===== src/rtl/mlt_pkg.sv =====
// Package for the MAC learning table: status codes, actions, widths and
// the control/status structs shared by controller and datapath. No dependencies.
package mlt_pkg;
  localparam int TABLE_ENTRIES_DEF = 64;
  localparam int NUM_PORTS_DEF = 16;
  localparam int MAC_W = 48;
  localparam int PORT_W = 4;
  localparam int AGE_W = 8;
  localparam int CNT_W = 7;
  localparam logic [7:0] AGE_RESET = 8'd30;
  localparam logic [CNT_W-1:0] COUNT_MAX = 7'd127;

  localparam logic [1:0] ACT_LOOKUP = 2'd0;
  localparam logic [1:0] ACT_LEARN = 2'd1;
  localparam logic [1:0] ACT_TICK = 2'd2;

  localparam logic [2:0] ST_HIT = 3'd0;
  localparam logic [2:0] ST_MISS = 3'd1;
  localparam logic [2:0] ST_NEW = 3'd2;
  localparam logic [2:0] ST_REFRESH = 3'd3;
  localparam logic [2:0] ST_FULL = 3'd4;
  localparam logic [2:0] ST_TICK = 3'd5;

  typedef struct packed {
    logic load;       // capture the input beat
    logic scan_clr;   // clear scan index and flags
    logic scan_step;  // examine one slot, advance index
    logic commit;     // apply the lookup/learn outcome
    logic respond;    // drive the result strobe
  } mlt_cmd_t;

  typedef struct packed {
    logic scan_last;  // current slot is the last one
    logic found;      // a matching valid slot was seen
  } mlt_sts_t;
endpackage


===== src/rtl/mlt_datapath.sv =====
// Datapath of the MAC learning table: slot memories, valid bits, scan index,
// match and free-slot tracking, tick processing. Depends on mlt_pkg.
module mlt_datapath #(
  parameter int TABLE_ENTRIES = mlt_pkg::TABLE_ENTRIES_DEF
) (
  input  logic                        clk,
  input  logic                        rst,
  input  mlt_pkg::mlt_cmd_t           cmd,
  output mlt_pkg::mlt_sts_t           sts,
  input  logic [1:0]                  action,
  input  logic [mlt_pkg::MAC_W-1:0]   mac_address,
  input  logic [mlt_pkg::PORT_W-1:0]  port_in,
  input  logic [mlt_pkg::AGE_W-1:0]   age_limit,
  output logic                        done,
  output logic [2:0]                  status,
  output logic [mlt_pkg::PORT_W-1:0]  port_out,
  output logic [mlt_pkg::CNT_W-1:0]   removed_count
);
  import mlt_pkg::*;
  localparam int IDX_W = (TABLE_ENTRIES > 1) ? $clog2(TABLE_ENTRIES) : 1;
  localparam logic [IDX_W-1:0] IDX_LAST = IDX_W'(TABLE_ENTRIES - 1);

  logic [MAC_W-1:0]  mem_mac  [TABLE_ENTRIES];
  logic [PORT_W-1:0] mem_port [TABLE_ENTRIES];
  logic [AGE_W-1:0]  mem_age  [TABLE_ENTRIES];
  logic [TABLE_ENTRIES-1:0] valid;

  logic [1:0]        act_r;
  logic [MAC_W-1:0]  mac_r;
  logic [PORT_W-1:0] port_r;
  logic [IDX_W-1:0]  idx;
  logic              found, free_seen;
  logic [IDX_W-1:0]  hit_idx, free_idx;
  logic [PORT_W-1:0] hit_port;
  logic [CNT_W-1:0]  count;

  // Registered read of the slot under the scan index.
  logic [MAC_W-1:0]  rd_mac;
  logic [PORT_W-1:0] rd_port;
  logic [AGE_W-1:0]  rd_age;
  logic              rd_valid;
  logic [IDX_W-1:0]  rd_idx;
  logic              rd_live;

  assign sts.scan_last = (idx == IDX_LAST);
  assign sts.found = found;

  always_ff @(posedge clk) begin
    rd_mac <= mem_mac[idx];
    rd_port <= mem_port[idx];
    rd_age <= mem_age[idx];
    rd_valid <= valid[idx];
    rd_idx <= idx;
    if (cmd.load) begin
      act_r <= action;
      mac_r <= mac_address;
      port_r <= port_in;
    end
    // Tick updates ages as the read data returns, one slot a cycle.
    if (rd_live && act_r == ACT_TICK && rd_valid && rd_age != '0)
      mem_age[rd_idx] <= rd_age - 1'b1;
    if (cmd.commit) begin
      if (found && (act_r == ACT_LOOKUP || act_r == ACT_LEARN)) begin
        mem_age[hit_idx] <= age_limit;
      end else if (!found && act_r == ACT_LEARN && free_seen) begin
        mem_mac[free_idx] <= mac_r;
        mem_port[free_idx] <= port_r;
        mem_age[free_idx] <= age_limit;
      end
    end
    if (cmd.respond) begin
      port_out <= '0;
      removed_count <= '0;
      unique case (act_r)
        ACT_LOOKUP: begin
          status <= found ? ST_HIT : ST_MISS;
          if (found) port_out <= hit_port;
        end
        ACT_LEARN: status <= found ? ST_REFRESH : (free_seen ? ST_NEW : ST_FULL);
        ACT_TICK: begin
          status <= ST_TICK;
          removed_count <= count;
        end
        default: status <= ST_MISS;
      endcase
    end
  end

  always_ff @(posedge clk) begin
    if (rst) begin
      valid <= '0;
      done <= 1'b0;
      rd_live <= 1'b0;
      idx <= '0;
      found <= 1'b0;
      free_seen <= 1'b0;
      count <= '0;
    end else begin
      done <= cmd.respond;
      rd_live <= cmd.scan_step;
      if (cmd.scan_clr) begin
        idx <= '0;
        found <= 1'b0;
        free_seen <= 1'b0;
        count <= '0;
      end else if (cmd.scan_step && idx != IDX_LAST) begin
        idx <= idx + 1'b1;
      end
      if (rd_live) begin
        if (act_r == ACT_TICK) begin
          if (rd_valid && rd_age == '0) begin
            valid[rd_idx] <= 1'b0;
            if (count != COUNT_MAX) count <= count + 1'b1;
          end
        end else begin
          if (rd_valid && rd_mac == mac_r && !found) begin
            found <= 1'b1;
            hit_idx <= rd_idx;
            hit_port <= rd_port;
          end
          if (!rd_valid && !free_seen) begin
            free_seen <= 1'b1;
            free_idx <= rd_idx;
          end
        end
      end
      if (cmd.commit && !found && act_r == ACT_LEARN && free_seen)
        valid[free_idx] <= 1'b1;
    end
  end
endmodule


===== src/rtl/mlt_ctrl.sv =====
// Controller of the MAC learning table: sequences load, slot scan, commit
// and response. Depends on mlt_pkg.
module mlt_ctrl (
  input  logic              clk,
  input  logic              rst,
  input  logic              start,
  output logic              busy,
  output mlt_pkg::mlt_cmd_t cmd,
  input  mlt_pkg::mlt_sts_t sts
);
  import mlt_pkg::*;
  typedef enum logic [2:0] {S_IDLE, S_SCAN, S_DRAIN, S_COMMIT, S_RESP} state_t;
  state_t state;

  assign busy = (state != S_IDLE);
  assign cmd.load = start && !busy;
  assign cmd.scan_clr = start && !busy;
  assign cmd.scan_step = (state == S_SCAN);
  assign cmd.commit = (state == S_COMMIT);
  assign cmd.respond = (state == S_RESP);

  always_ff @(posedge clk) begin
    if (rst) begin
      state <= S_IDLE;
    end else begin
      unique case (state)
        S_IDLE: if (start) begin
          state <= S_SCAN;
        end
        S_SCAN: begin
          // The last read is issued here; its data is checked in the drain cycle.
          if (sts.scan_last) state <= S_DRAIN;
        end
        S_DRAIN: state <= S_COMMIT;
        S_COMMIT: state <= S_RESP;
        S_RESP: state <= S_IDLE;
        default: state <= S_IDLE;
      endcase
    end
  end
endmodule


===== src/rtl/mac_learning_table_with_aging.sv =====
// Top level of the MAC learning table with aging: configuration register,
// controller and datapath. Depends on mlt_pkg, mlt_ctrl, mlt_datapath.
//
// Each command (lookup, learn or aging tick) scans every slot through one
// registered read port, one slot a cycle, then drains, commits and responds
// with the one-cycle done strobe, which cannot be held off; busy is high from
// the scan through the response and start is taken only while busy is low.
// The result is held until the next response. age_limit is written through the
// cfg_valid/cfg_ready channel, always ready, and should change only when idle.
module mac_learning_table_with_aging #(
  parameter int TABLE_ENTRIES = mlt_pkg::TABLE_ENTRIES_DEF,
  parameter int NUM_PORTS = mlt_pkg::NUM_PORTS_DEF
) (
  input  logic                        clk,
  input  logic                        rst,
  input  logic                        start,
  output logic                        busy,
  input  logic [1:0]                  action,
  input  logic [mlt_pkg::MAC_W-1:0]   mac_address,
  input  logic [mlt_pkg::PORT_W-1:0]  port_in,
  output logic                        done,
  output logic [2:0]                  status,
  output logic [mlt_pkg::PORT_W-1:0]  port_out,
  output logic [mlt_pkg::CNT_W-1:0]   removed_count,
  input  logic                        cfg_valid,
  output logic                        cfg_ready,
  input  logic [mlt_pkg::AGE_W-1:0]   cfg_data
);
  import mlt_pkg::*;
  logic [AGE_W-1:0] age_limit;
  mlt_cmd_t cmd;
  mlt_sts_t sts;

  assign cfg_ready = (NUM_PORTS > 0);

  always_ff @(posedge clk) begin
    if (rst) age_limit <= AGE_RESET;
    else if (cfg_valid && cfg_ready) age_limit <= cfg_data;
  end

  mlt_ctrl u_ctrl (.clk, .rst, .start, .busy, .cmd, .sts);

  mlt_datapath #(.TABLE_ENTRIES(TABLE_ENTRIES)) u_dp (
    .clk, .rst, .cmd, .sts, .action, .mac_address, .port_in, .age_limit,
    .done, .status, .port_out, .removed_count
  );

  a_done_after_resp: assert property (@(posedge clk) disable iff (rst)
    cmd.respond |=> done) else $error("done missing after response");
  a_busy_after_load: assert property (@(posedge clk) disable iff (rst)
    cmd.load |=> busy) else $error("busy did not rise after load");
  a_commit_then_resp: assert property (@(posedge clk) disable iff (rst)
    cmd.commit |=> cmd.respond) else $error("response did not follow commit");
endmodule


===== config.mk =====
export PLATFORM = sky130hd
export DESIGN_NAME = mac_learning_table_with_aging
export DESIGN_NICKNAME = d
export VERILOG_FILES = /design/src/rtl/mlt_pkg.sv /design/src/rtl/mlt_datapath.sv /design/src/rtl/mlt_ctrl.sv /design/src/rtl/mac_learning_table_with_aging.sv
export SDC_FILE = /design/constraint.sdc
export NUM_CORES = 2
export LEC_CHECK = 0
export BUFFER_PORTS_ARGS = -buffer_cell sky130_fd_sc_hd__buf_2
export CORE_ASPECT_RATIO = 1.5
export CORE_MARGIN = 8
export CORE_UTILIZATION = 48
export CTS_CLUSTER_DIAMETER = 60
export DETAILED_ROUTE_END_ITERATION = 12
export GPL_TIMING_DRIVEN = 0
export HOLD_SLACK_MARGIN = 0.02
export MAX_ROUTING_LAYER = met4
export PLACE_DENSITY = 0.63
export SLEW_MARGIN = 20
export SYNTH_ARGS = -nofsm -noshare
export SYNTH_HDL_FRONTEND = slang
export SYNTH_SLANG_ARGS = --single-unit

===== constraint.sdc =====
create_clock -name clk -period 12 [get_ports clk]
set_input_delay 1.2 -clock clk [delete_from_list [all_inputs] [get_ports clk]]
set_output_delay 1.2 -clock clk [all_outputs]
set_load 0.005 [all_outputs]

After elaboration in Yosys (flattened, before gate mapping)
Memories as Yosys holds them, arrays and structs flattened. A register that Yosys moved wholly into a read port is not among the register bits.
Index checks and enable logic that the tools add are counted.
{ "totals": {"reg_bits": 183, "latchBits": 0, "mem_bits_rw": 3840, "romBits": 0, "in_bits": 66, "output_inout_bits": 17, "elab_cells": 128, "memories": 3} }
{ "mem_list": {"columns": ["name", "depth", "width", "rd", "rd_ports_with_merged_regs", "write_ports", "line_no", "text"], "rows": [
  ["u_dp.mem_mac", 64, 48, 1, 1, 1, "mlt_datapath.sv:23", "logic [MAC_W-1:0] mem_mac [TABLE_ENTRIES];"],
  ["u_dp.mem_age", 64, 8, 1, 1, 1, "mlt_datapath.sv:25", "logic [AGE_W-1:0] mem_age [TABLE_ENTRIES];"],
  ["u_dp.mem_port", 64, 4, 1, 1, 1, "mlt_datapath.sv:24", "logic [PORT_W-1:0] mem_port [TABLE_ENTRIES];"]
]} }
{ "classes": {"addsub": 3, "mul": 0, "n_div": 0, "n_lt_le_gt_ge": 5, "n_eq_ne": 12, "shifts": 0, "mux": 46, "bitwise": 5, "n_reduce_logical": 34} }
{ "ops": {"columns": ["op", "n"], "rows": [
  ["$mux W64", 5],
  ["$and A64 B64 Y64", 1],
  ["$not A64 Y64", 1],
  ["$or A64 B64 Y64", 1],
  ["$eq A48 B48 Y1", 1],
  ["$mux W7", 5],
  ["$mux W1", 23],
  ["$lt A6 B7 Y1 const B", 3],
  ["$logic_and A1 B1 Y1", 17],
  ["$mux W8", 2],
  ["$reduce_or A8 Y1", 2],
  ["$demux W1 S6", 2],
  ["$ge A6 B1 Y1 const B", 2],
  ["$mux W3", 4],
  ["$mux W6", 2],
  ["$pmux W3 S4", 1],
  ["$pmux W3 S3", 1],
  ["$logic_not A8 Y1", 1],
  ["$reduce_and A4 Y1", 2],
  ["$reduce_bool A8 Y1", 1],
  ["$sub A8 B1 Y8 const B", 1],
  ["$add A7 B1 Y7 const B", 1],
  ["$ne A7 B7 Y1 const B", 1],
  ["$add A6 B1 Y6 const B", 1],
  ["17 further kinds", 24]
]} }

Logic depth before layout (Yosys ltp)
{ "depth": {"word_depth": 12, "mapped_depth": 10, "depth_no_buf": 7} }

By module
A second synthesis with hierarchy kept.
{ "unflattened": {"cells_unflattened": 7053, "area_unflattened_um2": 155845.7} }
{ "by_module_without_submodules": {"columns": ["mod", "instances", "cells_each", "area_per_inst_um2", "seq_area_each_um2"], "rows": [
  ["mlt_datapath", 1, 7007, 155376.5, 120795.9],
  ["mac_learning_table_with_aging", 1, 28, 309.0, 160.2],
  ["mlt_ctrl", 1, 18, 160.2, 60.1]
]} }

Worst setup path after synthesis
No wires, ideal clock.
{ "synth_path": {"path_kind": "reg2reg", "startpoint": "register u_dp.found", "endpoint": "memory u_dp.mem_age[0][5] (data pin)", "setup_time_ns": 0.549, "arrival_time_ns": 3.267, "t_required_ns": 11.451, "path_slack_ns": 8.185, "path_stages_with_launch": 7, "n_path_buf": 2, "period_less_slack_ns": 3.815, "cell_sequence": "dfxtp_1 -> clkbuf_1 -> and4bb_2 -> o21ai_1 -> clkbuf_1 -> nor2_1 -> a21oi_1"} }
{ "synth_via": {"elab_chain_len": 9, "elab_cells_between_ends": 15, "cone_classes": "mux: 9; reduce/logical: 6"} }
{ "synth_rtl": {"columns": ["item", "line_no", "text"], "rows": [
  ["start, declared", "mlt_datapath.sv:32", "logic found, free_seen;"],
  ["start signal, assigned", "mlt_datapath.sv:95", "found <= 1'b0;"],
  ["start signal, assigned", "mlt_datapath.sv:103", "found <= 1'b0;"],
  ["start signal, assigned", "mlt_datapath.sv:117", "found <= 1'b1;"],
  ["$logic_not A1 Y1", "mlt_datapath.sv:65", "end else if (!found && act_r == ACT_LEARN && free_seen) begin"],
  ["$logic_and A1 B1 Y1 (2 in a row)", "mlt_datapath.sv:65", null],
  ["$mux W1", "mlt_datapath.sv:65", null],
  ["$mux W1", "mlt_datapath.sv:63", "if (found && (act_r == ACT_LOOKUP || act_r == ACT_LEARN)) begin"],
  ["$mux W1", "mlt_datapath.sv:62", "if (cmd.commit) begin"],
  ["$mux W1 (implied by the code)", "mlt_datapath.sv:68", "mem_age[free_idx] <= age_limit;"],
  ["$reduce_or A8 Y1 (no line)", null, null],
  ["$mux W8 (no line) (*)", null, null],
  ["end, declared", "mlt_datapath.sv:25", null]
]} }
Every way passes the cells marked *; elsewhere a longest branch is shown, timed or not.

==> impl_metrics.py <==
metrics = {
    "sta": {
        "tightest_slew_ps": 1380,
        "finalSetupViolCount": 0,
        "fin_tns_setup_ps": 0,
        "post-route-period-util_pct": 49.2,
        "relSlewSlack_pct": 7.15,
        "rsz0062_at_grt": "false",
        "fin_crit_ps": 5910,
        "fin_skew_ps": 49.8,
        "worst_slack_ps": 6090,
        "fmax_mhz": 169,
        "drv_slew": 0,
        "hold_viol_final": 0,
    },
    "critical_path": {
        "r2r_end": "u_dp.rd_port[2]",
        "worst_setup_path_end_kind": "flop",
        "path_class": "reg2reg",
        "cpLargestDelayFamily": "buffers and inverters",
        "cp_max_fo": 10,
        "critPathSlowestCell": "dfxtp_1",
        "arrival_ps": 6600,
        "crit_start": "u_dp.idx[1]",
        "crit_chain": "buf_2 -> buf_2 -> buf_2 -> buf_2 -> buf_2 -> mux4_2 -> a22oi_1 -> o21ai_1",
        "critPathRequiredTime_ps": 12690,
        "cp-endpoint": "u_dp.rd_port[2]",
        "cp.depth": 8,
        "crit_buf_inv": 5,
        "r2r_setup_slack_ps": 6090,
        "max_stage_delay_ps": 860,
        "cpMostUsedCell": "buf_2",
        "worstReg2RegStart": "u_dp.idx[1]",
        "reg2reg_depth": 8,
        "crit_path_start_kind": "flop",
    },
    "cts": {
        "clock-sinks": 4083,
        "cts_root_buf": "clkbuf_16",
        "cts_tree": "yes",
        "cts_hold_buf": 0,
        "postCtsResizedCells": 0,
        "postCtsSetupBuffers": 0,
        "cts-buffers-inserted": 372,
        "clock_latency_ps": 980,
        "htreeDepth": 5,
        "cts_buffer_depth": 4,
        "clk_pin_slew_ps": 60,
    },
    "synth": {
        "synth.area.top_cells": "edfxtp_1 76%, mux4_2 15%, dfxtp_1 2.0%",
        "synth.distinct_cells": 67,
        "synth_edf_count": 3924,
        "async_reset_ff_share_pct": 0,
        "syn_nets": 7072,
        "ys_seq_elements": 4083,
        "avgSynthCellArea_um2": 22.2,
        "synthTopCellsByCount": "3924 x edfxtp_1, 1012 x mux4_2, 226 x mux2i_1, 219 x nand2_1, 159 x dfxtp_1",
        "syn-cell-area_um2": 156000,
        "synthFlopType": "edfxtp_1",
        "synth.most_common_cell": "edfxtp_1",
        "synthDominantCellAreaShare_pct": 75.6,
        "syn_inst": 7003,
        "yosys_warnings": 0,
        "yosysSeqAreaShare_pct": 77.7,
        "yosysTopAreaCell": "edfxtp_1",
    },
    "detailed_routing": {
        "avgRoutedWirePerCell_um": 45.2,
        "drt_iter0_drc": 14828,
        "via_per_inst": 6.86,
        "totalWireLength_mm": 556,
        "vias": 84365,
        "drc": 0,
        "ant_nets": 0,
        "drt_pass1_iterations": 7,
    },
    "floorplan": {
        "dieArea_um2": 343000,
        "die_y_um": 714,
        "rows": 256,
        "coreArea_um2": 324000,
        "initial_utilization_pct": 48.2,
        "fp.dieW_um": 481,
        "top_level_ports": 83,
    },
    "final_layout": {
        "drive_gt1_share_pct": 29.0,
        "area_growth_pct": 14.9,
        "nets": 7753,
        "stdcell_area_um2": 179000,
        "num-fill-cells": 23818,
    },
    "global_route": {
        "grt_max_degree": 41,
        "grt_pass1_vias": 81661,
        "grt_first_pass_wirelength_mm": 731,
        "antenna_found_initial": 40,
        "grt_usage_pct": 32.8,
        "overflow": 0,
    },
    "power_and_ir_drop": {
        "power.density_nw_per_um2": 167,
        "peakVddDrop_mv": 0.136,
        "power_uw": 30000,
        "p_leak_uw": 0.0555,
    },
    "place": {
        "place_ws_ps": 6300,
        "place_hpwl_mm": 363,
        "io_buffers": 81,
        "place_area_um2": 167000,
        "place_congestion": 0.962,
    },
    "run": {
        "drv_cap": 0,
    },
    "run_status": {
        "status": "complete, no violations",
    },
    "hold_path": {
        "holdCritPathClass": "reg2reg",
        "whs_path_depth": 0,
    },
}
==> flip-flops by register name (all words and copies together), names as in the netlist, 8 cells and up <==
| register | cells |
|---|---|
| age_limit | 8 |
| u_dp.mac_r | 48 |
| u_dp.rd_age | 8 |
| u_dp.rd_mac | 48 |
| u_dp.valid | 64 |
| u_dp.mem_port | 256 |
| u_dp.mem_age | 512 |
| u_dp.mem_mac | 3072 |
==> where the power goes <==
| group | leakage, µW | internal [µW] | switching, µW |
|---|---|---|---|
| sequential | 0.0366 | 15800 | 85.1 |
| combinational | 0.0130 | 730 | 1220 |
| clock | 0.00589 | 6720 | 5390 |
| total | 0.0555 | 23300 | 6700 |
==> metal layers <==
layer	vias up	wire length, µm	track usage (%)
met5	-	0	-
met4	0	53200	24.2
met3	1808	64400	8.13
met2	6700	257000	49.3
met1	44867	182000	38.6
li1	30990	-	-
==> worst min-delay path by stage <==
stage	end	from	slack, ps
2_1_floorplan	u_dp.rd_idx[2]	u_dp.idx[2]	330
6_report	u_dp.rd_idx[4]	u_dp.idx[4]	350
3_3_place_gp	u_dp.rd_idx[4]	u_dp.idx[4]	340
3_5_place_dp	u_dp.rd_idx[4]	u_dp.idx[4]	340
5_1_grt	u_dp.rd_idx[4]	u_dp.idx[4]	360
4_1_cts	u_dp.rd_idx[4]	u_dp.idx[4]	350
==> cell usage in the layout, fill, tap and decap left out, types with 30 or more instances in the layout <==
| cell | n |
|---|---|
| mux2_2 | 49 |
| diode_2 | 63 |
| nand2_1 | 219 |
| buf_2 | 231 |
| buf_8 | 111 |
| buf_16 | 95 |
| a21oi_1 | 106 |
| clkbuf_1 | 154 |
| edfxtp_1 | 3924 |
| o221ai_1 | 48 |
| inv_6 | 74 |
| mux2i_1 | 226 |
| dfxtp_1 | 159 |
| clkbuf_16 | 377 |
| a22oi_1 | 38 |
| buf_4 | 52 |
| xnor2_1 | 30 |
| o21ai_1 | 33 |
| a221oi_1 | 35 |
| nor2b_1 | 34 |
| clkbuf_2 | 57 |
| o21ai_0 | 92 |
| a221o_1 | 33 |
| nor2_1 | 117 |
| o22ai_1 | 43 |
| clkinv_2 | 73 |
| mux4_2 | 1012 |
| bufinv_16 | 39 |
| clkinv_1 | 52 |
==> layout make-up <==
type / instances / area (µm²) / share of cell area (%)
Sequential cell: 4083 / 121000 / 67.6
Tap cell: 4257 / 5330 / 2.98
Multi-Input combinational cell: 2462 / 32700 / 18.3
Timing Repair Buffer: 307 / 5000 / 2.79
Buffer: 382 / 2060 / 1.15
Clock inverter: 208 / 2190 / 1.22
Antenna cell: 63 / 158 / 0.0881
Clock buffer: 461 / 9900 / 5.53
Inverter: 76 / 611 / 0.341
==> logic make-up (layout without fill, tap and decap cells) <==
family | count (synthesis) | in the layout | share of synthesized area (%)
other cells | 1 | 64 | 0.00241
compound gates | 556 | 556 | 2.42
flops | 4083 | 4083 | 77.7
xor+xnor | 59 | 59 | 0.332
fa+ha+maj | 3 | 3 | 0.0241
mux | 1287 | 1287 | 16.4
simple gates | 556 | 556 | 1.67
buf+inv | 458 | 1434 | 1.44
==> metrics by stage <==
stage,hold WS (ps),instances,utilization (%)
6_report,351,12299,55.3
2_1_floorplan,329,7003,-
3_3_place_gp,337,11341,49.9
5_1_grt,360,12285,55.3
4_1_cts,346,12236,55.3
3_5_place_dp,340,11567,51.5
(Power assumes the default switching activity.)
